==> config.mk <==
export PLATFORM = sky130hd
export DESIGN_NAME = mixed_width_instruction_decoder_unit
export DESIGN_NICKNAME = d
export VERILOG_FILES = /design/src/rtl/mwid_pkg.sv /design/src/rtl/mixed_width_instruction_decoder_unit.sv
export SDC_FILE = /design/constraint.sdc
export NUM_CORES = 1
export LEC_CHECK = 0
export ABC_CLOCK_PERIOD_IN_PS = 2680
export BUFFER_PORTS_ARGS = -buffer_cell sky130_fd_sc_hd__buf_2
export CORE_ASPECT_RATIO = 0.6
export CORE_MARGIN = 3
export CORE_UTILIZATION = 40
export DETAILED_ROUTE_END_ITERATION = 10
export GPL_ROUTABILITY_DRIVEN = 0
export MAX_ROUTING_LAYER = met4
export PLACE_DENSITY = 0.58
export SYNTH_ARGS = -nofsm -noshare
export SYNTH_HDL_FRONTEND = slang
export SYNTH_SLANG_ARGS = --single-unit
==> constraint.sdc <==
create_clock -name clk -period 2.68 [get_ports clk]
set_input_delay 0.536 -clock clk [delete_from_list [all_inputs] [get_ports clk]]
set_output_delay 0.536 -clock clk [all_outputs]
set_load 0.02 [all_outputs]
==> src/rtl/mwid_pkg.sv <==
// ----------------------------------------------------------------------------
// mwid_pkg
// Types and codes shared by the mixed-width instruction decoder.
// ----------------------------------------------------------------------------
`default_nettype none

package mwid_pkg;

    // Input transfer: one fetched word and the low address bits
    typedef struct packed {
        logic [1:0]  address_low;
        logic [31:0] fetch_word;
    } fetch_t;

    // Output transfer: one micro-op
    typedef struct packed {
        logic [1:0]  status;
        logic [2:0]  op_kind;
        logic [3:0]  alu_func;
        logic [5:0]  dest_reg;
        logic [5:0]  src_a_reg;
        logic [5:0]  src_b_reg;
        logic [31:0] immediate;
        logic        set_flags;
        logic [5:0]  condition;
        logic [2:0]  instr_length;
        logic        last_op;
    } uop_t;

    // Status codes
    localparam logic [1:0] ST_OK       = 2'd0;
    localparam logic [1:0] ST_BAD32    = 2'd1;
    localparam logic [1:0] ST_PARALLEL = 2'd2;
    localparam logic [1:0] ST_BAD16    = 2'd3;

    // Micro-op kinds
    localparam logic [2:0] K_NOP = 3'd0;
    localparam logic [2:0] K_ALU = 3'd1;
    localparam logic [2:0] K_MOV = 3'd2;
    localparam logic [2:0] K_LD  = 3'd3;
    localparam logic [2:0] K_ST  = 3'd4;

    // ALU functions
    localparam logic [3:0] F_ADD  = 4'd0;
    localparam logic [3:0] F_ADDC = 4'd1;
    localparam logic [3:0] F_SUB  = 4'd2;
    localparam logic [3:0] F_SUBC = 4'd3;
    localparam logic [3:0] F_AND  = 4'd4;
    localparam logic [3:0] F_OR   = 4'd5;
    localparam logic [3:0] F_XOR  = 4'd6;
    localparam logic [3:0] F_SLL  = 4'd7;
    localparam logic [3:0] F_SRL  = 4'd8;
    localparam logic [3:0] F_SRA  = 4'd9;
    localparam logic [3:0] F_ROR  = 4'd10;
    localparam logic [3:0] F_ROL  = 4'd11;

    localparam logic [5:0] NOREG  = 6'd32;
    localparam logic [5:0] UNCOND = 6'd32;

    localparam logic [2:0] LEN16 = 3'd2;
    localparam logic [2:0] LEN32 = 3'd4;

    // 32-bit major opcodes and sub-function field
    localparam logic [4:0] OP32_SPECIAL = 5'd0;
    localparam logic [4:0] OP32_IMM     = 5'd1;
    localparam logic [4:0] OP32_IMMHI   = 5'd5;
    localparam logic [2:0] F3_LDI       = 3'd6;

    localparam logic [5:0] FN_NOP   = 6'h00;
    localparam logic [5:0] FN_ADD   = 6'h08;
    localparam logic [5:0] FN_ADDC  = 6'h09;
    localparam logic [5:0] FN_SUB   = 6'h0A;
    localparam logic [5:0] FN_SUBC  = 6'h0B;
    localparam logic [5:0] FN_CMP   = 6'h0C;
    localparam logic [5:0] FN_CMPZ  = 6'h0D;
    localparam logic [5:0] FN_NEG   = 6'h0F;
    localparam logic [5:0] FN_AND   = 6'h10;
    localparam logic [5:0] FN_OR    = 6'h11;
    localparam logic [5:0] FN_NOT   = 6'h12;
    localparam logic [5:0] FN_XOR   = 6'h13;
    localparam logic [5:0] FN_BITCLR = 6'h14;
    localparam logic [5:0] FN_BITSET = 6'h15;
    localparam logic [5:0] FN_BITTST = 6'h16;
    localparam logic [5:0] FN_BITTGL = 6'h17;
    localparam logic [5:0] FN_SLL   = 6'h18;
    localparam logic [5:0] FN_SRL   = 6'h1A;
    localparam logic [5:0] FN_SRA   = 6'h1B;
    localparam logic [5:0] FN_ROR   = 6'h1C;
    localparam logic [5:0] FN_ROL   = 6'h1E;
    localparam logic [5:0] FN_MV    = 6'h2B;

    // 16-bit major opcodes and sub-functions
    localparam logic [2:0] OP16_MISC  = 3'd0;
    localparam logic [2:0] OP16_STACK = 3'd2;
    localparam logic [2:0] OP16_SWFP  = 3'd7;
    localparam logic [3:0] F4_MV      = 4'h3;
    localparam logic [3:0] F4_POP     = 4'hA;
    localparam logic [3:0] F4_PUSH    = 4'hE;
    localparam logic [2:0] F3_SWFP    = 3'd4;

    localparam logic [5:0]  FP_REG = 6'd2;
    localparam logic [31:0] STACK_STEP = 32'd4;

endpackage

`default_nettype wire

==> src/rtl/mixed_width_instruction_decoder_unit.sv <==
// ----------------------------------------------------------------------------
// mixed_width_instruction_decoder_unit
// Decodes one 16/32-bit instruction word per transfer into micro-ops.
// ----------------------------------------------------------------------------
// Usage:
//   fetch channel  : fetch_valid/fetch_ready/fetch carry one aligned 32-bit
//                    word plus the low two address bits per transfer.
//   uop channel    : uop_valid/uop_ready/uop carry one micro-op per transfer;
//                    last_op marks the final micro-op of an instruction.
//   Output         : a micro-op is on uop in the cycle after its fetch transfer.
//   Throughput     : one fetch transfer per cycle while uop_ready is high, for
//                    instructions that give one micro-op; pop!/push! give two
//                    micro-ops and hold off the next fetch transfer while the
//                    second micro-op waits in the pending register.
//   Decode is one pass of combinational logic into the output register.
//   Reset          : rst_n clears both valid flags; nothing is in flight.
//   Stall          : while uop_ready is low, the result register holds its
//                    micro-op and fetch_ready falls once it is occupied, so no
//                    word is lost or repeated.
// ----------------------------------------------------------------------------
`default_nettype none

module mixed_width_instruction_decoder_unit (
    input  wire                   clk,
    input  wire                   rst_n,
    input  wire                   fetch_valid,
    output logic                  fetch_ready,
    input  wire mwid_pkg::fetch_t fetch,
    output logic                  uop_valid,
    input  wire                   uop_ready,
    output mwid_pkg::uop_t        uop
);

    // Builds an ok micro-op; length and last flag are filled in later
    function automatic mwid_pkg::uop_t mk(
        input logic [2:0]  kind,
        input logic [3:0]  func,
        input logic [5:0]  dst,
        input logic [5:0]  sa,
        input logic [5:0]  sb,
        input logic [31:0] imm,
        input logic        flags,
        input logic [5:0]  cond
    );
        mwid_pkg::uop_t u;
        u.status       = mwid_pkg::ST_OK;
        u.op_kind      = kind;
        u.alu_func     = func;
        u.dest_reg     = dst;
        u.src_a_reg    = sa;
        u.src_b_reg    = sb;
        u.immediate    = imm;
        u.set_flags    = flags;
        u.condition    = cond;
        u.instr_length = mwid_pkg::LEN16;
        u.last_op      = 1'b1;
        return u;
    endfunction

    // Output register and the pending second micro-op
    mwid_pkg::uop_t out_reg,  out_next;
    logic           out_valid_reg, out_valid_next;
    mwid_pkg::uop_t pend_reg, pend_next;
    logic           pend_valid_reg, pend_valid_next;

    logic           accept;
    logic           advance;

    // Decode results
    mwid_pkg::uop_t dec0, dec1;
    logic           dec_two;

    // Output register can take a new micro-op when empty or being drained
    assign advance     = !out_valid_reg || uop_ready;
    assign fetch_ready = advance && !pend_valid_reg;
    assign accept      = fetch_valid && fetch_ready;

    assign uop_valid = out_valid_reg;
    assign uop       = out_reg;

    // ------------------------------------------------------------------
    // Decode
    // ------------------------------------------------------------------
    always_comb
    begin
        logic [31:0] w;
        logic        is32;
        logic        is_par;
        logic [29:0] c32;
        logic [14:0] c16;
        logic [4:0]  op;
        logic [5:0]  rd, ra, rb;
        logic        cu;
        logic [15:0] imm16;
        logic [2:0]  f3;
        logic [2:0]  op16;
        logic [5:0]  r8, rdh, rag;
        logic [3:0]  f4;
        logic        ok;
        logic [2:0]  len;
        logic [1:0]  err_st;
        mwid_pkg::uop_t err;

        w      = fetch.fetch_word;
        is32   = (fetch.address_low == 2'd0) && w[31] && w[15];
        is_par = (fetch.address_low == 2'd0) && w[15] && !w[31];
        // parity bits squeezed out
        c32    = {w[30:16], w[14:0]};
        c16    = (fetch.address_low == 2'd2) ? w[30:16] : w[14:0];

        op    = c32[29:25];
        rd    = {1'b0, c32[24:20]};
        ra    = {1'b0, c32[19:15]};
        rb    = {1'b0, c32[14:10]};
        cu    = c32[0];
        imm16 = c32[16:1];
        f3    = c32[19:17];

        op16  = c16[14:12];
        r8    = {2'b00, c16[11:8]};
        rdh   = {1'b0, c16[7], c16[11:8]};
        rag   = {3'b000, c16[6:4]};
        f4    = c16[3:0];

        err = mk(mwid_pkg::K_NOP, mwid_pkg::F_ADD, mwid_pkg::NOREG, mwid_pkg::NOREG,
                 mwid_pkg::NOREG, 32'd0, 1'b0, mwid_pkg::UNCOND);
        dec0    = err;
        dec1    = err;
        dec_two = 1'b0;
        ok      = 1'b1;
        len     = mwid_pkg::LEN16;
        err_st  = mwid_pkg::ST_BAD16;

        if (is32)
        begin
            len    = mwid_pkg::LEN32;
            err_st = mwid_pkg::ST_BAD32;
            if (op == mwid_pkg::OP32_SPECIAL)
            begin
                case (c32[6:1])
                    mwid_pkg::FN_NOP:  dec0 = err;
                    mwid_pkg::FN_ADD:  dec0 = mk(mwid_pkg::K_ALU, mwid_pkg::F_ADD, rd, ra, rb,
                                                 32'd0, cu, mwid_pkg::UNCOND);
                    mwid_pkg::FN_ADDC: dec0 = mk(mwid_pkg::K_ALU, mwid_pkg::F_ADDC, rd, ra, rb,
                                                 32'd0, cu, mwid_pkg::UNCOND);
                    mwid_pkg::FN_SUB:  dec0 = mk(mwid_pkg::K_ALU, mwid_pkg::F_SUB, rd, ra, rb,
                                                 32'd0, cu, mwid_pkg::UNCOND);
                    mwid_pkg::FN_SUBC: dec0 = mk(mwid_pkg::K_ALU, mwid_pkg::F_SUBC, rd, ra, rb,
                                                 32'd0, cu, mwid_pkg::UNCOND);
                    mwid_pkg::FN_CMP:
                    begin
                        // compare needs the tcs bits of rD both set
                        ok   = (rd[1:0] == 2'b11);
                        dec0 = mk(mwid_pkg::K_ALU, mwid_pkg::F_SUB, mwid_pkg::NOREG, ra, rb,
                                  32'd0, 1'b1, mwid_pkg::UNCOND);
                    end
                    mwid_pkg::FN_CMPZ:
                    begin
                        ok   = (rd[1:0] == 2'b11);
                        dec0 = mk(mwid_pkg::K_ALU, mwid_pkg::F_SUB, mwid_pkg::NOREG, ra,
                                  mwid_pkg::NOREG, 32'd0, 1'b1, mwid_pkg::UNCOND);
                    end
                    mwid_pkg::FN_NEG:  dec0 = mk(mwid_pkg::K_ALU, mwid_pkg::F_SUB, rd,
                                                 mwid_pkg::NOREG, rb, 32'd0, cu,
                                                 mwid_pkg::UNCOND);
                    mwid_pkg::FN_AND:  dec0 = mk(mwid_pkg::K_ALU, mwid_pkg::F_AND, rd, ra, rb,
                                                 32'd0, cu, mwid_pkg::UNCOND);
                    mwid_pkg::FN_OR:   dec0 = mk(mwid_pkg::K_ALU, mwid_pkg::F_OR, rd, ra, rb,
                                                 32'd0, cu, mwid_pkg::UNCOND);
                    mwid_pkg::FN_NOT:  dec0 = mk(mwid_pkg::K_ALU, mwid_pkg::F_XOR, rd, ra,
                                                 mwid_pkg::NOREG, 32'hFFFF_FFFF, cu,
                                                 mwid_pkg::UNCOND);
                    mwid_pkg::FN_XOR:  dec0 = mk(mwid_pkg::K_ALU, mwid_pkg::F_XOR, rd, ra, rb,
                                                 32'd0, cu, mwid_pkg::UNCOND);
                    mwid_pkg::FN_BITCLR: dec0 = mk(mwid_pkg::K_ALU, mwid_pkg::F_AND, rd, ra,
                                                   mwid_pkg::NOREG, ~(32'd1 << rb[4:0]), cu,
                                                   mwid_pkg::UNCOND);
                    mwid_pkg::FN_BITSET: dec0 = mk(mwid_pkg::K_ALU, mwid_pkg::F_OR, rd, ra,
                                                   mwid_pkg::NOREG, 32'd1 << rb[4:0], cu,
                                                   mwid_pkg::UNCOND);
                    mwid_pkg::FN_BITTST: dec0 = mk(mwid_pkg::K_ALU, mwid_pkg::F_AND,
                                                   mwid_pkg::NOREG, ra, mwid_pkg::NOREG,
                                                   32'd1 << rb[4:0], cu, mwid_pkg::UNCOND);
                    mwid_pkg::FN_BITTGL: dec0 = mk(mwid_pkg::K_ALU, mwid_pkg::F_XOR,
                                                   mwid_pkg::NOREG, ra, mwid_pkg::NOREG,
                                                   32'd1 << rb[4:0], cu, mwid_pkg::UNCOND);
                    mwid_pkg::FN_SLL:  dec0 = mk(mwid_pkg::K_ALU, mwid_pkg::F_SLL, rd, ra, rb,
                                                 32'd0, cu, mwid_pkg::UNCOND);
                    mwid_pkg::FN_SRL:  dec0 = mk(mwid_pkg::K_ALU, mwid_pkg::F_SRL, rd, ra, rb,
                                                 32'd0, cu, mwid_pkg::UNCOND);
                    mwid_pkg::FN_SRA:  dec0 = mk(mwid_pkg::K_ALU, mwid_pkg::F_SRA, rd, ra, rb,
                                                 32'd0, cu, mwid_pkg::UNCOND);
                    mwid_pkg::FN_ROR:  dec0 = mk(mwid_pkg::K_ALU, mwid_pkg::F_ROR, rd, ra, rb,
                                                 32'd0, cu, mwid_pkg::UNCOND);
                    mwid_pkg::FN_ROL:  dec0 = mk(mwid_pkg::K_ALU, mwid_pkg::F_ROL, rd, ra, rb,
                                                 32'd0, cu, mwid_pkg::UNCOND);
                    // conditional move: rB field is the condition code
                    mwid_pkg::FN_MV:   dec0 = mk(mwid_pkg::K_MOV, mwid_pkg::F_ADD, rd, ra,
                                                 mwid_pkg::NOREG, 32'd0, 1'b0, rb);
                    default:           ok = 1'b0;
                endcase
            end
            else if (op == mwid_pkg::OP32_IMM && f3 == mwid_pkg::F3_LDI)
            begin
                dec0 = mk(mwid_pkg::K_MOV, mwid_pkg::F_ADD, rd, mwid_pkg::NOREG,
                          mwid_pkg::NOREG, {{16{imm16[15]}}, imm16}, 1'b0, mwid_pkg::UNCOND);
            end
            else if (op == mwid_pkg::OP32_IMMHI && f3 == mwid_pkg::F3_LDI)
            begin
                dec0 = mk(mwid_pkg::K_MOV, mwid_pkg::F_ADD, rd, mwid_pkg::NOREG,
                          mwid_pkg::NOREG, {imm16, 16'd0}, 1'b0, mwid_pkg::UNCOND);
            end
            else
            begin
                ok = 1'b0;
            end
        end
        else if (!is_par)
        begin
            case (op16)
                mwid_pkg::OP16_MISC:
                begin
                    ok   = (f4 == mwid_pkg::F4_MV);
                    dec0 = mk(mwid_pkg::K_MOV, mwid_pkg::F_ADD, r8, {2'b00, c16[7:4]},
                              mwid_pkg::NOREG, 32'd0, 1'b0, mwid_pkg::UNCOND);
                end
                mwid_pkg::OP16_STACK:
                begin
                    if (f4 == mwid_pkg::F4_POP)
                    begin
                        dec0 = mk(mwid_pkg::K_LD, mwid_pkg::F_ADD, rdh, rag, mwid_pkg::NOREG,
                                  32'd0, 1'b0, mwid_pkg::UNCOND);
                        dec1 = mk(mwid_pkg::K_ALU, mwid_pkg::F_ADD, rag, rag, mwid_pkg::NOREG,
                                  mwid_pkg::STACK_STEP, 1'b0, mwid_pkg::UNCOND);
                        dec_two = 1'b1;
                    end
                    else if (f4 == mwid_pkg::F4_PUSH)
                    begin
                        dec0 = mk(mwid_pkg::K_ALU, mwid_pkg::F_SUB, rag, rag, mwid_pkg::NOREG,
                                  mwid_pkg::STACK_STEP, 1'b0, mwid_pkg::UNCOND);
                        dec1 = mk(mwid_pkg::K_ST, mwid_pkg::F_ADD, mwid_pkg::NOREG, rag, rdh,
                                  32'd0, 1'b0, mwid_pkg::UNCOND);
                        dec_two = 1'b1;
                    end
                    else
                    begin
                        ok = 1'b0;
                    end
                end
                mwid_pkg::OP16_SWFP:
                begin
                    ok   = (c16[2:0] == mwid_pkg::F3_SWFP);
                    dec0 = mk(mwid_pkg::K_ST, mwid_pkg::F_ADD, mwid_pkg::NOREG,
                              mwid_pkg::FP_REG, r8, {25'd0, c16[7:3], 2'b00}, 1'b0,
                              mwid_pkg::UNCOND);
                end
                default: ok = 1'b0;
            endcase
        end
        else
        begin
            // parallel-execution word
            ok     = 1'b0;
            len    = mwid_pkg::LEN32;
            err_st = mwid_pkg::ST_PARALLEL;
        end

        if (!ok)
        begin
            dec0        = err;
            dec0.status = err_st;
            dec_two     = 1'b0;
        end
        dec0.instr_length = len;
        dec1.instr_length = len;
        dec0.last_op      = !dec_two;
        dec1.last_op      = 1'b1;
    end

    // ------------------------------------------------------------------
    // Output register and second micro-op holding register
    // ------------------------------------------------------------------
    always_comb
    begin
        out_next        = out_reg;
        out_valid_next  = out_valid_reg;
        pend_next       = pend_reg;
        pend_valid_next = pend_valid_reg;
        if (advance)
        begin
            if (pend_valid_reg)
            begin
                out_next        = pend_reg;
                out_valid_next  = 1'b1;
                pend_valid_next = 1'b0;
            end
            else
            begin
                out_next        = dec0;
                out_valid_next  = accept;
                pend_next       = dec1;
                pend_valid_next = accept && dec_two;
            end
        end
    end

    always_ff @(posedge clk or negedge rst_n)
    begin
        if (!rst_n)
        begin
            out_valid_reg  <= 1'b0;
            pend_valid_reg <= 1'b0;
        end
        else
        begin
            out_valid_reg  <= out_valid_next;
            pend_valid_reg <= pend_valid_next;
        end
    end

    always_ff @(posedge clk)
    begin
        out_reg  <= out_next;
        pend_reg <= pend_next;
    end

endmodule

`default_nettype wire

==> results.py, run 1 <==
metrics = {
    "outcome": {
        "outcome": "complete, no violations",
    },
    "detailed_routing": {
        "num_vias": 5195,
        "routed_wl_um": 17900,
        "dr_wl_met2_um": 7160,
        "drtIter0Drc": 600,
        "wire_per_inst_um": 19.8,
        "drc": 0,
        "routed.top_layer": "met4",
        "first_pass_iters": 5,
        "wl_met1_um": 8680,
        "dr_wl_met3_um": 1870,
        "ant_nets": 0,
        "via_per_inst": 5.72,
    },
    "clocking": {
        "cts_buffers": 9,
        "clock_sinks": 89,
        "clockBufferDepth": 2,
        "clkTransAtPathRegs_ps": 70,
        "htreeDepth": 3,
        "cts_tree": "done",
        "post_cts_resized": 0,
        "clock_latency_ps": 340,
        "clockRootBuffer": "clkbuf_16",
    },
    "setup_path": {
        "cp_data_required_time_ps": 2850,
        "critPathSlowestCell": "nor4_2",
        "r2r_cells": 3,
        "worstPathMaxFanout": 5,
        "crit_path_max_incr_delay_ps": 570,
        "end_kind": "register",
        "critPathLaunchType": "input pin",
        "crit_arrival_ps": 2610,
        "crit_chain": "buf_2, or2_1, nor4_2, nand2_2, buf_4, nor4_2, buf_4, a221oi_1, nor3_1",
        "criticalPathCategory": "in -> reg",
    },
    "final_layout": {
        "layout.nets": 754,
        "fillers": 1196,
        "drive_gt1_share_pct": 30.8,
        "fin_util_pct": 52.6,
        "largest_reg_flops": 69,
        "area_delta_synth_final_pct": 24.4,
        "diodes": 0,
    },
    "hold_path": {
        "hold_path.class": "in -> reg",
        "holdPathStages": 2,
    },
    "sta": {
        "skew_ps": 6.77,
        "worst_pin_slew_ps": 594,
        "period_share_pct": 90.8,
        "hold_violations": 0,
        "slew_headroom_pct": 60.0,
        "rsz0062_at_grt": "false",
        "period_needed_ps": 2430,
        "slew_violations": 0,
        "setup_viol": 0,
        "setup_tns_ps": 0,
        "fmax_mhz": 411,
    },
    "grt": {
        "grt_pass1_vias": 4929,
        "grt_use_total_pct": 23.6,
        "overflow": 0,
        "grt_pass1_wl_um": 28300,
        "grt_max_degree": 42,
        "antenna_found_initial": 0,
    },
    "power_and_ir_drop": {
        "power_frac_seq_pct": 46.3,
        "total_power_mw": 3.50,
        "p_clk_share_pct": 36.6,
        "power_density_nw_per_um2": 502,
        "p_sw_share_pct": 27.6,
        "combPwrFrac_pct": 17.1,
        "switchingPower_mw": 0.965,
        "p_leak_nw": 2.56,
        "internal_power_mw": 2.53,
        "peakVddDrop_uv": 285,
    },
    "floorplanning": {
        "core_um2": 13300,
        "start_util_pct": 42.3,
        "die_x_um": 159,
        "die_area_um2": 15500,
        "dieHeight_um": 97.7,
        "ios": 110,
        "rows": 32,
    },
    "synthesis": {
        "synth_nets": 618,
        "syn_inst": 580,
        "yosysTopAreaCellShare_pct": 46.6,
        "synth_enable_flop_cells": 87,
        "postSynthAreaPerCell_um2": 9.66,
        "yosys_warnings": 0,
        "async_flop_share_pct": 2.25,
        "yosysTopAreaCell": "edfxtp_1",
        "syn_area_um2": 5600,
        "ys_ff_latch": 89,
        "synthFlopType": "edfxtp_1",
        "ys_seq_area_share_pct": 47.5,
        "synth.distinct_cells": 67,
        "synth_area_leaders": "edfxtp_1, nor2_1, xnor2_1, o21ai_0, nand2_1",
    },
    "place": {
        "hpwl_um": 13400,
        "numPortBuffers": 108,
    },
    "flow_run": {
        "max_cap_viol_count": 0,
    },
}
## stage by stage
| step | setup slack, ps | cells | area, µm² | hold slack (ps) |
|---|---|---|---|---|
| finish | 246 | 908 | 6970 | 402 |
| global route | 81.9 | 908 | 6970 | 405 |
| CTS | 359 | 908 | 6970 | 395 |
| detailed placement | 15.1 | 891 | 6670 | 326 |
| global placement | -0.922 | 891 | 6670 | 321 |
| floorplan | 286 | 580 | 5600 | 240 |
## cells in the final DEF, fill, tap and decap left out, drive strengths merged, types with 4 or more instances in the layout
cell type	n
a211oi	4
a21oi	20
a221oi	18
a22oi	12
a31oi	4
a32oi	5
and3	6
buf	174
clkbuf	10
edfxtp	87
inv	9
mux2	5
mux2i	9
nand2	49
nand2b	10
nand3	12
nand3b	4
nor2	83
nor2b	17
nor3	31
nor3b	5
nor4	6
o21ai	56
or2	4
or3	4
xnor2	32
## Yosys cell counts (all sizes together), types with 4 or more instances
| cell type | count |
|---|---|
| a31oi | 4 |
| or2 | 4 |
| nand2b | 10 |
| nor3b | 5 |
| o21ai | 56 |
| and3 | 6 |
| clkbuf | 26 |
| or3 | 4 |
| a21oi | 20 |
| a22oi | 12 |
| nor2 | 83 |
| nor3 | 31 |
| a221oi | 18 |
| nand2 | 49 |
| xnor2 | 32 |
| nor2b | 17 |
| buf | 24 |
| nand3 | 12 |
| edfxtp | 87 |
| nand3b | 4 |
| a32oi | 5 |
| mux2i | 9 |
| nor4 | 6 |
| inv | 8 |
| mux2 | 5 |
| a211oi | 4 |
## power by group through the flow
| stage | Sequential, mW | Clock [mW] | Combinational [mW] |
|---|---|---|---|
| CTS | 1.62 | 1.30 | 0.588 |
| detailed placement | 1.65 | 0 | 0.584 |
| floorplan | 1.73 | 0 | 0.269 |
| finish | 1.62 | 1.28 | 0.599 |
| global route | 1.63 | 1.37 | 0.637 |
| global placement | 1.65 | 0 | 0.580 |
## area by class of cell
cell class                      count  area (µm²)  area share, %
Sequential cell                    89        2660           38.2
Clock buffer                       10         229           3.28
Timing Repair Buffer              175        1070           15.4
Multi-Input combinational cell    433        2680           38.4
Clock inverter                      6        67.6          0.969
Tap cell                          187         234           3.36
Inverter                            8        30.0          0.431
## worst max-delay path: cells and delay by family
kind	cells	cell delay, ps
compound gates	1	90
simple gates	5	1450
buf+inv	3	530
## cells by family after synthesis
| group | synth area share [%] |
|---|---|
| AOI/OAI and AO/OA | 17.3 |
| xor gates and xnor gates | 5.00 |
| buffers and inverters | 4.71 |
| DFF | 47.5 |
| muxes | 2.90 |
| other | 0.0669 |
| and+or+nand+nor | 22.5 |
## layer usage
layer | vias to the layer above | global-route usage, %
met1 | 2459 | 35.3
met2 | 296 | 31.0
met3 | 29 | 7.54
met4 | 0 | 4.30
met5 | - | -
li1 | 2411 | -
## worst paths after layout
check	start	slack [ps]	endpoint
max in group asynchronous	rst_n	2070	uop_valid
min reg2reg	pend_reg[3]	540	uop[3]
min in group asynchronous	rst_n	510	pend_valid_reg
max	fetch[28]	250	uop[44]
max reg2reg	pend_valid_reg	1060	uop[57]
min	fetch_valid	400	uop_valid
## repair_timing
item | CTS | global route
buffers inserted | 0 | 0
hold buffers | 1 | 0
endpoints found under the hold margin | 2 | 0
No activity file was read; power rests on OpenSTA's default activity.
==> run 2: changes to the inputs <==
--- a/config.mk
+++ b/config.mk
@@ -9,11 +9,11 @@
 export BUFFER_PORTS_ARGS = -buffer_cell sky130_fd_sc_hd__buf_2
 export CORE_ASPECT_RATIO = 0.6
 export CORE_MARGIN = 3
-export CORE_UTILIZATION = 40
+export CORE_UTILIZATION = 30
 export DETAILED_ROUTE_END_ITERATION = 10
 export GPL_ROUTABILITY_DRIVEN = 0
 export MAX_ROUTING_LAYER = met4
-export PLACE_DENSITY = 0.58
+export PLACE_DENSITY = 0.46
 export SYNTH_ARGS = -nofsm -noshare
 export SYNTH_HDL_FRONTEND = slang
 export SYNTH_SLANG_ARGS = --single-unit
==> run 2 against run 1 <==
Against the previous run:
- total power grew 2.3%
- first-iteration DRC count shrank 18%
- global-route usage shrank 3.8 points
- fmax shrank 2.2%
- cell area grew 2.4%
==> results.py, run 2 (same netlist as run 1, synthesis figures left out) <==
metrics = {
    "outcome": {
        "outcome": "complete, no violations",
    },
    "power_and_ir_drop": {
        "power_density_nw_per_um2": 502,
        "combPwrFrac_pct": 17.5,
        "p_leak_nw": 2.62,
        "p_clk_share_pct": 37.1,
        "internal_power_mw": 2.56,
        "p_sw_share_pct": 28.4,
        "peakVddDrop_uv": 284,
        "power_frac_seq_pct": 45.3,
        "switchingPower_mw": 1.02,
    },
    "hold_path": {
        "hold_end": "uop_valid",
        "hold_path.class": "in -> reg",
        "holdPathStages": 2,
        "min_from": "fetch_valid",
    },
    "sta": {
        "setup_tns_ps": 0,
        "hold_violations": 0,
        "setup_viol": 0,
        "whs_ps": 389,
        "slew_headroom_pct": 54.7,
        "fmax_mhz": 402,
        "worst_pin_slew_ps": 672,
        "period_needed_ps": 2490,
        "period_share_pct": 92.8,
        "skew_ps": 10.2,
        "worst_slack_ps": 192,
        "slew_violations": 0,
        "rsz0062_at_grt": "false",
    },
    "detailed_routing": {
        "first_pass_iters": 5,
        "wire_per_inst_um": 20.2,
        "via_per_inst": 5.33,
        "num_vias": 5170,
        "drc": 0,
        "drtIter0Drc": 490,
        "ant_nets": 0,
        "routed_wl_um": 19600,
    },
    "grt": {
        "antenna_found_initial": 0,
        "grt_use_total_pct": 19.8,
        "overflow": 0,
        "grt_max_degree": 32,
        "grt_pass1_vias": 4874,
        "grt_pass1_wl_um": 29800,
    },
    "clocking": {
        "cts_tree": "done",
        "clockBufferDepth": 2,
        "clockRootBuffer": "clkbuf_16",
        "clock_sinks": 89,
        "htreeDepth": 3,
        "post_cts_resized": 0,
        "clock_latency_ps": 350,
        "clkTransAtPathRegs_ps": 70,
        "cts_buffers": 9,
    },
    "setup_path": {
        "r2r-start": "uop_valid",
        "criticalPathCategory": "in -> reg",
        "end_kind": "register",
        "worstPathMaxFanout": 14,
        "critPathLaunchType": "input pin",
        "crit_arrival_ps": 2600,
        "crit_path_max_incr_delay_ps": 590,
        "critPathSlowestCell": "a2111oi_0",
        "r2r_cells": 3,
        "crit_chain": "buf_2, nor2b_2, buf_12, mux2i_1, a211oi_1, a2111oi_0, buf_4, nor3_1",
        "cp_data_required_time_ps": 2800,
        "worstReg2RegEnd": "uop[55]",
        "ff2ff_setup_slack_ps": 920,
    },
    "final_layout": {
        "drive_gt1_share_pct": 32.1,
        "final_cell_mix": "buf_2, edfxtp_1, nor2_1, buf_4, o21ai_0",
        "diodes": 0,
        "fin_area_um2": 7140,
        "layout.nets": 763,
        "largest_reg_flops": 69,
        "stdcell_count": 970,
        "layout_commonest_cell": "buf_2",
        "area_delta_synth_final_pct": 27.3,
    },
    "floorplanning": {
        "dieHeight_um": 112,
        "die_x_um": 182,
        "die_area_um2": 20400,
        "rows": 38,
        "ios": 110,
        "start_util_pct": 30.8,
        "core_um2": 18200,
    },
    "place": {
        "dpl_worst_slack_ps": -85.2,
        "hpwl_um": 15300,
        "dpl.cell_count": 953,
        "numPortBuffers": 108,
        "dpl_cell_area_um2": 6810,
    },
    "flow_run": {
        "max_cap_viol_count": 0,
    },
}
[run 2: changes by cell type in the layout (fill, tap and decap cells not counted)]
cell	delta
buf_4	+8
clkinv_4	-2
buf_12	+1
clkbuf_1	-1
clkinv_1	-1
clkinv_2	+1
clkinv_8	+1
inv_6	+1
inv_8	+1
nor2_1	-1
nor2_2	+1
[run 2: metal layers]
layer,share of wire (%),track usage [%],vias to the layer above
met3,8.8,4.67,15
met1,53,32.7,2491
met5,0,-,-
met2,37,23.4,225
met4,1.1,3.70,0
li1,-,-,2439
[run 2: cell type report]
class | instances | area (µm²)
Clock inverter | 7 | 87.6
Tap cell | 240 | 300
Inverter | 8 | 30.0
Sequential cell | 89 | 2660
Clock buffer | 9 | 225
Timing Repair Buffer | 184 | 1150
Multi-Input combinational cell | 433 | 2680
Fill cell | 1857 | 11100
[run 2: power groups by stage]
stage	Sequential, mW	Clock [mW]	Combinational, mW
after floorplan	1.73	0	0.269
after global placement	1.65	0	0.619
after detailed placement	1.65	0	0.619
after CTS	1.62	1.36	0.624
after global routing	1.63	1.42	0.670
final	1.62	1.33	0.627
[run 2: metrics by stage]
step                power [mW]  utilization [%]
floorplan                 2.00                -
global placement          2.27             37.4
detailed placement        2.27             37.4
CTS                       3.61             39.2
global route              3.72             39.2
finish                    3.58             39.2
[run 2: worst max-delay path by stage]
| stage | cells after the start | end | from | slack (ps) |
|---|---|---|---|---|
| 6_report | 8 | uop[57] | fetch[32] | 190 |
| 3_3_place_gp | 8 | uop[57] | fetch[32] | -180 |
| 3_5_place_dp | 8 | uop[57] | fetch[32] | -90 |
| 4_1_cts | 8 | uop[57] | fetch[32] | 260 |
| 5_1_grt | 8 | uop[57] | fetch[32] | 110 |
| 2_1_floorplan | 2 | uop[0] | uop_valid | 290 |
[run 2: what timing repair did]
| action | CTS | global route |
|---|---|---|
| buffers inserted | 0 | 0 |
| endpoints found under the hold margin | 2 | 0 |
| hold buffers | 1 | 0 |
[run 2: critical path: cells and delay by family]
kind	cells	cell delay, ps
buffers and inverters	3	530
AO/OA/AOI/OAI	2	750
AND/OR/NAND/NOR	2	320
multiplexers	1	460
==> run 3: changes to the inputs <==
--- a/config.mk
+++ b/config.mk
@@ -5,6 +5,7 @@
 export SDC_FILE = /design/constraint.sdc
 export NUM_CORES = 1
 export LEC_CHECK = 0
+export ABC_AREA = 1
 export ABC_CLOCK_PERIOD_IN_PS = 2680
 export BUFFER_PORTS_ARGS = -buffer_cell sky130_fd_sc_hd__buf_2
 export CORE_ASPECT_RATIO = 0.6
@@ -13,7 +14,7 @@
 export DETAILED_ROUTE_END_ITERATION = 10
 export GPL_ROUTABILITY_DRIVEN = 0
 export MAX_ROUTING_LAYER = met4
-export PLACE_DENSITY = 0.46
+export PLACE_DENSITY = 0.45
 export SYNTH_ARGS = -nofsm -noshare
 export SYNTH_HDL_FRONTEND = slang
 export SYNTH_SLANG_ARGS = --single-unit
==> run 3 against run 2 <==
Against the previous run:
- clock-buffer cell count unchanged
- worst setup slack better by 130 ps
- routed wire length up 16%
- register-to-register slack better by 110 ps
- sequential share of layout area down 3.2 points
- utilization down 0.41 points
- largest cell class unchanged
==> results.py, run 3 <==
metrics = {
    "outcome": {
        "outcome": "complete, no violations",
    },
    "floorplanning": {
        "core_um2": 20100,
        "start_util_pct": 30.8,
        "die_x_um": 191,
        "ios": 110,
        "rows": 40,
        "dieHeight_um": 117,
        "die_area_um2": 22400,
    },
    "hold_path": {
        "holdPathStages": 3,
        "hold_path.class": "in -> reg",
    },
    "place": {
        "dpl_cell_area_um2": 7500,
        "numPortBuffers": 108,
        "hpwl_um": 17800,
    },
    "synthesis": {
        "ys_seq_area_share_pct": 43.0,
        "synth_enable_flop_cells": 87,
        "synth_commonest_cells": "nand2_1, nor2_1, edfxtp_1",
        "post-synth-top-count-cell": "nand2_1",
        "synth_nets": 841,
        "yosysTopAreaCell": "edfxtp_1",
        "postSynthAreaPerCell_um2": 7.71,
        "synth_area_leaders": "edfxtp_1, nand2_1, nor2_1, nand3_1, nor2_4",
        "ys_ff_latch": 89,
        "syn_area_um2": 6190,
        "synthFlopType": "edfxtp_1",
        "synth.distinct_cells": 41,
        "yosys_warnings": 0,
        "yosysTopAreaCellShare_pct": 42.2,
        "async_flop_share_pct": 2.25,
        "syn_inst": 803,
    },
    "clocking": {
        "post_cts_resized": 0,
        "clock_sinks": 89,
        "cts_setup_buffers": 0,
        "clkTransAtPathRegs_ps": 70,
        "clockRootBuffer": "clkbuf_16",
        "cts_buffers": 9,
        "htreeDepth": 3,
        "clock_latency_ps": 360,
        "cts_tree": "done",
        "clockBufferDepth": 2,
        "hold_buffers": 1,
    },
    "final_layout": {
        "multiInputGateArea_um2": 3030,
        "drive_gt1_share_pct": 27.2,
        "fin_area_um2": 7800,
        "largest_reg_flops": 69,
        "final_cell_mix": "nand2_1, nor2_1, buf_2, edfxtp_1, nand3_1",
        "layout.area.seq_um2": 2660,
        "area_delta_synth_final_pct": 26.1,
        "layout.nets": 994,
        "fillers": 2174,
        "layout_commonest_cell": "nand2_1",
    },
    "sta": {
        "slew_headroom_pct": 61.2,
        "fmax_mhz": 424,
        "setup_viol": 0,
        "period_needed_ps": 2360,
        "setup_tns_ps": 0,
        "worst_pin_slew_ps": 581,
        "period_share_pct": 87.9,
        "skew_ps": 6.73,
        "rsz0062_at_grt": "false",
        "hold_violations": 0,
        "slew_violations": 0,
    },
    "setup_path": {
        "critPathLaunchType": "input pin",
        "r2r_cells": 6,
        "crit_path_max_incr_delay_ps": 310,
        "end_kind": "register",
        "crit_chain": "buf_2, inv_1, nor2_4, buf_4, nand3_1, nand2_1, nor2_1, nand3_1, nand2_1, buf_12, o22ai_1, nor2_1, nor2_4",
        "criticalPathCategory": "in -> reg",
        "cp_data_required_time_ps": 2900,
        "cp_num_buf_inv": 4,
        "worstPathMaxFanout": 11,
        "cp_top_family": "simple AND/OR/NAND/NOR gates",
        "crit_arrival_ps": 2570,
        "critPathSlowestCell": "o22ai_1",
        "cp.depth": 13,
    },
    "detailed_routing": {
        "drtIter0Drc": 963,
        "ant_nets": 0,
        "routed_wl_um": 22800,
        "num_vias": 6225,
        "wire_per_inst_um": 18.4,
        "first_pass_iters": 5,
        "drc": 0,
        "via_per_inst": 5.04,
    },
    "grt": {
        "grt_pass1_wl_um": 35100,
        "grt_use_total_pct": 21.5,
        "grt_max_degree": 46,
        "overflow": 0,
        "antenna_found_initial": 1,
        "grt_pass1_vias": 5745,
    },
    "power_and_ir_drop": {
        "power_density_nw_per_um2": 450,
        "p_leak_nw": 3.35,
        "peakVddDrop_uv": 273,
    },
    "flow_run": {
        "max_cap_viol_count": 0,
    },
}
[run 3: changes by cell type after synthesis, sizes merged, moves of 9 or more]
cell and delta:
nand3 +66, o21ai +9, inv +61, nor3 -25
xnor2 -32, nand4 +35, nor2b -17, nor2 +66
a221oi -17, nand2 +142, mux2i -9, a21oi +27
nand2b -10
[run 3: stage by stage]
stage | worst slack, ps | hold WS (ps) | util [%] | std cells | total power, mW
after CTS | 432 | 375 | 38.8 | 1234 | 3.54
after floorplan | 332 | 240 | - | 803 | 1.99
final | 324 | 373 | 38.8 | 1235 | 3.51
after global routing | 239 | 395 | 38.8 | 1235 | 3.67
after global placement | -2.72 | 323 | 37.3 | 1217 | 2.26
after detailed placement | 60.1 | 323 | 37.3 | 1217 | 2.25
[run 3: cells by family after synthesis]
family          after synthesis  share of synthesized area, %
compound gates              134                          11.6
flops                        89                          43.0
other cells                   1                        0.0606
simple gates                467                          37.3
buf+inv                     112                          8.01
[run 3: power by group]
group / switching [mW] / internal [mW] / leakage (nW) / total (mW)
combinational: 0.432 / 0.180 / 2.28 / 0.612
sequential: 0.0178 / 1.60 / 0.926 / 1.61
clock: 0.629 / 0.658 / 0.142 / 1.29
[run 3: area by class of cell]
| class | count | share of cell area, % |
|---|---|---|
| Clock buffer | 9 | 2.89 |
| Sequential cell | 89 | 34.1 |
| Clock inverter | 7 | 0.866 |
| Multi-Input combinational cell | 602 | 38.9 |
| Inverter | 73 | 3.58 |
| Tap cell | 273 | 4.38 |
| Timing Repair Buffer | 181 | 15.3 |
| Antenna cell | 1 | 0.0321 |
[run 3: worst min-delay path, cell delays in order]
cell	delay [ps]
buf_2	90
inv_1	30
nand2_1	50
[run 3: final timing paths]
path	from	to	slack [ps]
max	fetch[5]	uop[27]	320
min	fetch_valid	uop_valid	370
max reg2reg	pend_valid_reg	uop[31]	1030
min reg2reg	pend_reg[60]	uop[60]	520
max in group asynchronous	rst_n	uop_valid	2110
min in group asynchronous	rst_n	pend_valid_reg	480
[run 3: metal layers]
metal / GRT usage (%) / vias to the layer above / share of wire (%)
li1: - / 3042 / -
met1: 35.4 / 2860 / 55
met2: 25.7 / 299 / 35
met3: 4.35 / 24 / 8.6
met4: 4.05 / 0 / 1.0
met5: - / - / 0
